$ cat src/sv/assert_macros.svh
`ifndef ASSERT_MACROS_SVH
`define ASSERT_MACROS_SVH

// Checked on every rising edge of clk, ignored while reset is applied.
`define TAMVM_ASSERT(lbl, prop, msg) \
  lbl: assert property (@(posedge clk) disable iff (!rst_n) prop) else $error(msg);

// Checked on every rising edge of clk, reset included.
`define TAMVM_ASSERT_ALWAYS(lbl, prop, msg) \
  lbl: assert property (@(posedge clk) prop) else $error(msg);

`endif

$ cat src/sv/tamvm_pkg.sv
`timescale 1ns / 1ps
`default_nettype none

package tamvm_pkg;

  // Commands carried by one input item.
  localparam logic [1:0] OP_CLEAR  = 2'd0;
  localparam logic [1:0] OP_APPEND = 2'd1;
  localparam logic [1:0] OP_START  = 2'd2;
  localparam logic [1:0] OP_STEP   = 2'd3;

  // Instruction set.
  localparam logic [3:0] OPC_ADD     = 4'd0;
  localparam logic [3:0] OPC_MUL     = 4'd1;
  localparam logic [3:0] OPC_SUB     = 4'd2;
  localparam logic [3:0] OPC_DIV     = 4'd3;
  localparam logic [3:0] OPC_COPY    = 4'd4;
  localparam logic [3:0] OPC_IMM     = 4'd5;
  localparam logic [3:0] OPC_JUMP    = 4'd6;
  localparam logic [3:0] OPC_JZ      = 4'd7;
  localparam logic [3:0] OPC_LESS    = 4'd8;
  localparam logic [3:0] OPC_GREATER = 4'd9;
  localparam logic [3:0] OPC_EQUAL   = 4'd10;
  localparam logic [3:0] OPC_PRINT   = 4'd11;

  // Result status codes.
  localparam logic [2:0] ST_OK       = 3'd0;
  localparam logic [2:0] ST_FULL     = 3'd1;
  localparam logic [2:0] ST_BAD_ADDR = 3'd2;
  localparam logic [2:0] ST_ABANDON  = 3'd3;
  localparam logic [2:0] ST_UNKNOWN  = 3'd4;
  localparam logic [2:0] ST_HALTED   = 3'd5;
  localparam logic [2:0] ST_DIV_ZERO = 3'd6;

  typedef struct packed {
    logic capture;
    logic simple;
    logic lat_inst;
    logic lat_y;
    logic lat_z;
    logic lat_x;
    logic unit_start;
    logic commit;
    logic clr_en;
  } cmd_t;

  typedef struct packed {
    logic step_go;
    logic need_unit;
    logic unit_done;
    logic out_free;
    logic clr_last;
  } sts_t;

endpackage

`default_nettype wire

$ cat src/sv/tamvm_ctrl.sv
`timescale 1ns / 1ps
`default_nettype none
`include "assert_macros.svh"

module tamvm_ctrl (
  input  wire logic           clk,
  input  wire logic           rst_n,
  input  wire logic           in_valid,
  output logic                in_ready,
  input  wire tamvm_pkg::sts_t sts,
  output tamvm_pkg::cmd_t     cmd
);

  localparam logic [3:0] S_CLR    = 4'd0;
  localparam logic [3:0] S_IDLE   = 4'd1;
  localparam logic [3:0] S_SIMPLE = 4'd2;
  localparam logic [3:0] S_FETCH  = 4'd3;
  localparam logic [3:0] S_RDY    = 4'd4;
  localparam logic [3:0] S_RDZ    = 4'd5;
  localparam logic [3:0] S_RDX    = 4'd6;
  localparam logic [3:0] S_EXEC   = 4'd7;
  localparam logic [3:0] S_ITER   = 4'd8;

  logic [3:0] state_r, state_nxt;

  always_comb begin
    state_nxt = state_r;
    cmd       = '0;
    in_ready  = 1'b0;
    unique case (state_r)
      S_CLR: begin
        cmd.clr_en = 1'b1;
        if (sts.clr_last) begin
          state_nxt = S_IDLE;
        end
      end
      S_IDLE: begin
        in_ready = 1'b1;
        if (in_valid) begin
          cmd.capture = 1'b1;
          state_nxt   = sts.step_go ? S_FETCH : S_SIMPLE;
        end
      end
      S_SIMPLE: begin
        if (sts.out_free) begin
          cmd.simple = 1'b1;
          state_nxt  = S_IDLE;
        end
      end
      S_FETCH: begin
        cmd.lat_inst = 1'b1;
        state_nxt    = S_RDY;
      end
      S_RDY: begin
        cmd.lat_y = 1'b1;
        state_nxt = S_RDZ;
      end
      S_RDZ: begin
        cmd.lat_z = 1'b1;
        state_nxt = S_RDX;
      end
      S_RDX: begin
        cmd.lat_x = 1'b1;
        state_nxt = S_EXEC;
      end
      S_EXEC: begin
        if (sts.need_unit) begin
          cmd.unit_start = 1'b1;
          state_nxt      = S_ITER;
        end else if (sts.out_free) begin
          cmd.commit = 1'b1;
          state_nxt  = S_IDLE;
        end
      end
      S_ITER: begin
        if (sts.unit_done && sts.out_free) begin
          cmd.commit = 1'b1;
          state_nxt  = S_IDLE;
        end
      end
      default: begin
        state_nxt = S_IDLE;
      end
    endcase
  end

  always_ff @(posedge clk) begin
    if (!rst_n) begin
      state_r <= S_CLR;
    end else begin
      state_r <= state_nxt;
    end
  end

  `TAMVM_ASSERT(a_result_slot_free, cmd.commit || cmd.simple |-> sts.out_free, "result lost")
  `TAMVM_ASSERT(a_commit_after_unit, cmd.commit && state_r == S_ITER |-> sts.unit_done, "early commit")

endmodule

`default_nettype wire

$ cat config.mk
export PLATFORM = sky130hd
export DESIGN_NAME = tamvm_ctrl
export DESIGN_NICKNAME = d
export VERILOG_FILES = /design/src/sv/tamvm_pkg.sv /design/src/sv/tamvm_ctrl.sv
export VERILOG_INCLUDE_DIRS = /design/src /design/src/sv
export SDC_FILE = /design/constraint.sdc
export NUM_CORES = 1
export LEC_CHECK = 0
export ABC_AREA = 1
export BUFFER_PORTS_ARGS = -buffer_cell sky130_fd_sc_hd__buf_2
export CORE_AREA = 4 4 41 43
export CTS_CLUSTER_SIZE = 28
export DETAILED_ROUTE_END_ITERATION = 7
export DIE_AREA = 0 0 45 47
export GPL_ROUTABILITY_DRIVEN = 0
export GPL_TIMING_DRIVEN = 0
export PLACE_DENSITY = 0.58
export SYNTH_ARGS = -nofsm -noshare
export SYNTH_HDL_FRONTEND = slang
export SYNTH_SLANG_ARGS = --single-unit
$ cat constraint.sdc
create_clock -name clk -period 2.75 [get_ports clk]
set_input_delay 0.275 -clock clk [delete_from_list [all_inputs] [get_ports clk]]
set_output_delay 0.275 -clock clk [all_outputs]
set_load 0.005 [all_outputs]
==> results of run 1 <==
-- power breakdown --
part / switching [mW] / internal (mW)
registers: 0.00447 / 0.0622
logic: 0.0427 / 0.0290
clock network: 0.0212 / 0.0486
-- worst max-delay path, stage by stage, from the launching register on --
cell and delay [ns]:
dfxtp_1 0.38, nand2_1 0.11, nor2_1 0.19, nand3_1 0.14, o31ai_1 0.09, buf_2 0.15
-- synth_stat cells --
| master | count | area, sq um |
|---|---|---|
| dfxtp_1 | 4 | 80.08 |
| o31ai_1 | 1 | 7.510 |
| a21oi_2 | 1 | 8.760 |
| nor2_2 | 2 | 12.51 |
| nand3b_1 | 1 | 7.510 |
| nand4_1 | 2 | 12.51 |
| inv_1 | 19 | 71.32 |
| and3_1 | 1 | 6.260 |
| nor2_1 | 11 | 41.29 |
| nand3_2 | 1 | 10.01 |
| nand2_1 | 15 | 56.30 |
| nand3_1 | 5 | 25.02 |
| nor3_1 | 1 | 5.000 |
| nand2_2 | 2 | 12.51 |
| o21ai_0 | 1 | 5.000 |
| a21oi_1 | 3 | 15.01 |
-- cell type report --
type / count / share of cell area, %
Clock buffer: 3 / 4.478
Tap cell: 15 / 3.731
Inverter: 19 / 14.18
Multi-Input combinational cell: 47 / 44.78
Sequential cell: 4 / 15.92
Timing Repair Buffer: 17 / 16.92
-- cells by family (layout without fill, tap and decap cells) --
| kind of cell | Yosys count | after routing | synth area share [%] |
|---|---|---|---|
| buf+inv | 19 | 39 | 18.94 |
| flops | 4 | 4 | 21.26 |
| simple gates | 41 | 41 | 50.16 |
| compound gates | 6 | 6 | 9.633 |
-- stage by stage --
| stage | std cells | total power, mW | worst slack [ns] |
|---|---|---|---|
| 6_report | 105 | 0.2081 | 1.181 |
| 5_1_grt | 105 | 0.2314 | 1.029 |
| 4_1_cts | 105 | 0.2130 | 1.158 |
| 3_5_place_dp | 102 | 0.1394 | 1.414 |
| 3_3_place_gp | 102 | 0.1395 | 1.412 |
| 2_1_floorplan | 70 | 0.1164 | 1.648 |
-- per-layer routing --
| metal | wire length (um) | track usage (%) | up-vias |
|---|---|---|---|
| li1 | - | - | 253 |
| met1 | 404 | 10.86 | 202 |
| met2 | 486 | 16.10 | 6 |
| met3 | 32 | 1.916 | 0 |
| met4 | 0 | 8.772 | 0 |
| met5 | 0 | 0 | - |
-- path summary, 6_finish.rpt --
kind	cells past startpoint	endpoint
max	5	cmd[1]
max reg2reg	5	state_r[0]$_SDFFE_PN0P_
min reg2reg	2	state_r[0]$_SDFFE_PN0P_
min	3	state_r[0]$_SDFFE_PN0P_
==> summary.txt, run 1 <==
status: completed
Worst-Margin Slew: 0.2792 ns
GRT Util Overall: 9.858%
crit path kind: flop to output pin
Final setup viols: 0
Worst Setup SP: state_r[0]$_SDFFE_PN0P_
Hold Vio Cnt, Final: 0
Avg Inst Size Synth: 5.380 sq um
Max-Cap Viols: 0
most frequent cells in the layout: 19 x inv_1, 17 x buf_2, 15 x nand2_1, 11 x nor2_1, 5 x nand3_1
placed cell area: 480.5 sq um
Final nets: 100
CTS Hold Bufs: 0
Detailed Route WL: 923 um
DIE HEIGHT: 47 um
WHS: 0.3206 ns
Skew-Pair Late Insertion Delay: 0.23 ns
Biggest register: state_r
core area: 0.001301 sq mm
CTS tree: done
Crit. End Element: output pin
Root Driver: clkbuf_4
area of the multi-input gates: 225.2 sq um
antenna viol nets, final: 0
CP max FO: 5
final instance area: 503.0 sq um
RSZ-0062 raised after global routing: false
Fin Setup TNS: 0 ns
wire per inst: 8.790 um
Hold Crit Start: rst_n
initial antenna violation count: 0
synthesized cell area: 376.6 sq um
Power per Cell Area: 413.7 mW/mm^2
register area share after synthesis: 21.26%
DRT Pass-1 Iters: 3
share of layout cells above drive strength 1: 28.89%
Max Root-Sink Buffers: 2
DP HPWL: 811.6 um
final max-slew violation count: 0
# clock sinks: 4
Inserted Clock Buffers: 3
Tmin final: 1.569 ns
flop2flop setup slack: 1.54 ns
final global-route overflow total: 0
Port Buffers: 17
top flop regs: state_r x4
cell count after synthesis: 70
Worst setup SP type: flop
hold crit path type: input port to flop
vias per cell: 4.390
Yosys reg bits: 4
Die W: 45 um
Max IR drop VDD: 0.0001858 V
clk_skew: 0.0002110 ns
DR vias: 461
Leak: 0.3320 nW
Synth Net Count: 78
fmax: 0.6375 GHz
Netlist cell types: 16
first-pass GRT wire length: 1518 um
# IOs: 18
initial core utilization: 28.94%
largest net degree at the start of global routing: 7
area delta synth->final: 33.55%
flip-flop count of the largest register after layout: 4
relative slew slack: 81.32%
Die Footprint: 0.002115 sq mm
fillcell total: 151
ant diodes: 0
Site Rows: 13
Tcrit/Tclk final: 57.04%
R2R Path Start: state_r[0]$_SDFFE_PN0P_
post_cts resized: 0
CP arrival: 1.29 ns
DR iter-0 viols: 14
vias in the first global route: 411
final core utilization: 38.65%
DRC viols: 0
most common cell after layout, fill and taps aside: inv_1
Reg area: 80.08 sq um
H-tree Lvls: 1
YS warnings: 0
Worst-path clk slew: 0.03 ns
postcts setup bufs: 0
Worst Path Required: 2.48 ns
Power figures use the tool's default switching activity.
==> run 2: changes to the inputs <==
--- a/config.mk
+++ b/config.mk
@@ -14,7 +14,7 @@
 export DIE_AREA = 0 0 45 47
 export GPL_ROUTABILITY_DRIVEN = 0
 export GPL_TIMING_DRIVEN = 0
-export PLACE_DENSITY = 0.58
+export PLACE_DENSITY = 0.6
 export SYNTH_ARGS = -nofsm -noshare
 export SYNTH_HDL_FRONTEND = slang
 export SYNTH_SLANG_ARGS = --single-unit
==> constraint.sdc (replaced) <==
create_clock -name clk -period 1.3 [get_ports clk]
set_input_delay 0.13 -clock clk [delete_from_list [all_inputs] [get_ports clk]]
set_output_delay 0.13 -clock clk [all_outputs]
set_load 0.005 [all_outputs]
==> summary.txt, run 2 (same netlist as run 1, synthesis figures left out) <==
area delta synth->final: 52.82%
Max IR drop VDD: 0.0005738 V (+210%)
Worst-path clk slew: 0.04 ns (about the same)
final global-route overflow total: 0 (unchanged)
Port Buffers: 17 (unchanged)
critical path's slowest cell: dfxtp_2
DR vias: 481 (+4.3%)
Root Driver: clkbuf_4
fillcell total: 158 (+4.6%)
Final setup viols: 0 (unchanged)
switching part of the total: 34.12% (+1.3 points)
vias in the first global route: 418 (+1.7%)
# IOs: 18 (unchanged)
Skew-Pair Late Insertion Delay: 0.23 ns (about the same)
CTS tree: done
Power per Cell Area: 843.9 mW/mm^2 (+100%)
CP peak stage delay: 0.33 ns (-0.05 ns)
Tmin final: 1.265 ns
Final nets: 103 (+3.0%)
crit path kind: flop to output pin
Die Footprint: 0.002115 sq mm (unchanged)
CTS Hold Bufs: 0 (unchanged)
Leak: 0.3641 nW (+9.7%)
relative slew slack: 88.27% (+6.9 points)
share of layout cells above drive strength 1: 45.16% (+16 points)
largest net degree at the start of global routing: 7 (unchanged)
DRT Pass-1 Iters: 4 (+1)
Max Root-Sink Buffers: 2 (unchanged)
status: completed
DIE HEIGHT: 47 um (unchanged)
DR iter-0 viols: 12 (-2)
vias per cell: 4.454 (+1.4%)
wire per inst: 9.907 um (+13%)
final core utilization: 44.23% (+5.6 points)
top flop regs: state_r x4
GRT Util Overall: 11.23% (+1.4 points)
RSZ-0062 raised after global routing: true
Biggest register: state_r
Power Internal: 320.0 uW (+130%)
CP max FO: 4 (-1)
Tot Pwr: 485.7 uW (+130%)
DP HPWL: 823.6 um (+1.5%)
# clock sinks: 4 (unchanged)
ant diodes: 0 (unchanged)
hold crit path type: input port to flop
Worst Path Required: 1.17 ns (-1.31 ns)
Crit. End Element: output pin
initial antenna violation count: 0 (unchanged)
clock share of power: 30.9% (-2.6 points)
flip-flop count of the largest register after layout: 4 (unchanged)
most frequent cells in the layout: 17 x inv_1, 17 x buf_2, 12 x nand2_1, 8 x nor2_1
CP arrival: 1.14 ns (-0.15 ns)
placed cell area: 480.5 sq um (unchanged)
Switching Power: 165.7 uW (+140%)
final max-slew violation count: 0 (unchanged)
fmax: 0.7903 GHz
Hold Vio Cnt, Final: 0 (unchanged)
Inserted Clock Buffers: 3 (unchanged)
Layout Cells excl Fill: 108 (+2.9%)
initial core utilization: 28.94% (unchanged)
Tcrit/Tclk final: 97.33%
first-pass GRT wire length: 1725 um (+14%)
Sequential Power Share: 31.5% (-0.5 points)
DRC viols: 0 (unchanged)
Detailed Route WL: 1070 um (+16%)
Worst setup SP type: flop
Logic pwr share: 37.6% (+3.2 points)
final instance area: 575.6 sq um (+14%)
Max-Cap Viols: 0 (unchanged)
Die W: 45 um (unchanged)
clk_skew: 0.0001367 ns (-0.00007429 ns)
Inst Count DP: 102 (unchanged)
Cell Chain, Critical Path: inv_2 > nand2_2 > nor2_4 > nand3_2 > o31ai_1 > buf_2
Site Rows: 13 (unchanged)
Worst-Margin Slew: 0.1745 ns (-0.1047 ns)
H-tree Lvls: 1 (unchanged)
antenna viol nets, final: 0 (unchanged)
core area: 0.001301 sq mm (unchanged)
-- run 2: cell count changes in the layout (fill, tap and decap cells not counted), sizes merged --
cell,change
buf,+3
-- run 2: what timing repair did --
action / 4_1_cts / 5_1_grt
gates resized for setup: 11 / 8
setup buffers: 0 / 3
pin swaps: 1 / 3
endpoints found under the hold margin: 0 / 0
endpoints found under the setup margin: 3 / 6
-- run 2: worst paths after layout --
kind                            depth (start not counted)  slack [ns]                 endpoint                    start
worst max-delay path                                    6        0.03                   cmd[1]  state_r[3]$_SDFFE_PN0P_
worst min-delay path                                    3        0.17  state_r[0]$_SDFFE_PN0P_                    rst_n
worst max register to register                          6        0.12  state_r[0]$_SDFFE_PN0P_  state_r[1]$_SDFFE_PN0P_
worst min register to register                          2        0.55  state_r[0]$_SDFFE_PN0P_  state_r[0]$_SDFFE_PN0P_
-- run 2: cell type report --
class | instances | area, sq um | share of cell area, %
Tap cell | 15 | 18.77 | 3.261
Inverter | 19 | 71.32 | 12.39
Timing Repair Buffer | 20 | 107.6 | 18.70
Sequential cell | 4 | 90.09 | 15.65
Clock buffer | 3 | 22.52 | 3.913
Multi-Input combinational cell | 47 | 265.3 | 46.09
-- run 2: per-stage QoR --
stage,hold slack [ns],setup slack (ns),TNS [ns]
finish,0.1709,0.03469,0
floorplan,0.2950,0.2413,0
global route,0.2123,-0.03500,-0.05350
global placement,0.4088,0.07912,0
detailed placement,0.4132,0.07623,0
CTS,0.1677,-0.0007004,-0.0007004
-- run 2: power by group through the flow --
stage / logic, mW / clock network [mW] / registers (mW)
5_1_grt: 0.205 / 0.166 / 0.156
6_report: 0.183 / 0.150 / 0.153
4_1_cts: 0.161 / 0.159 / 0.148
2_1_floorplan: 0.105 / 0 / 0.141
3_5_place_dp: 0.155 / 0 / 0.143
3_3_place_gp: 0.153 / 0 / 0.143
-- run 2: metal layers --
layer / up-vias / routed length, um / GRT usage [%] / part of all wire (%)
met4: 0 / 0 / 5.263 / 0
met2: 9 / 559 / 17.51 / 52
met3: 0 / 55 / 3.065 / 5.1
li1: 261 / - / - / -
met5: - / 0 / 0 / 0
met1: 211 / 456 / 14.35 / 43
-- run 2: worst max-delay path: cells and delay by family, from the launching register on --
family / cells / cell delay [ns]
buffers and inverters: 2 / 0.24
AND/OR/NAND/NOR: 3 / 0.27
flip-flops: 1 / 0.33
AO/OA/AOI/OAI: 1 / 0.07
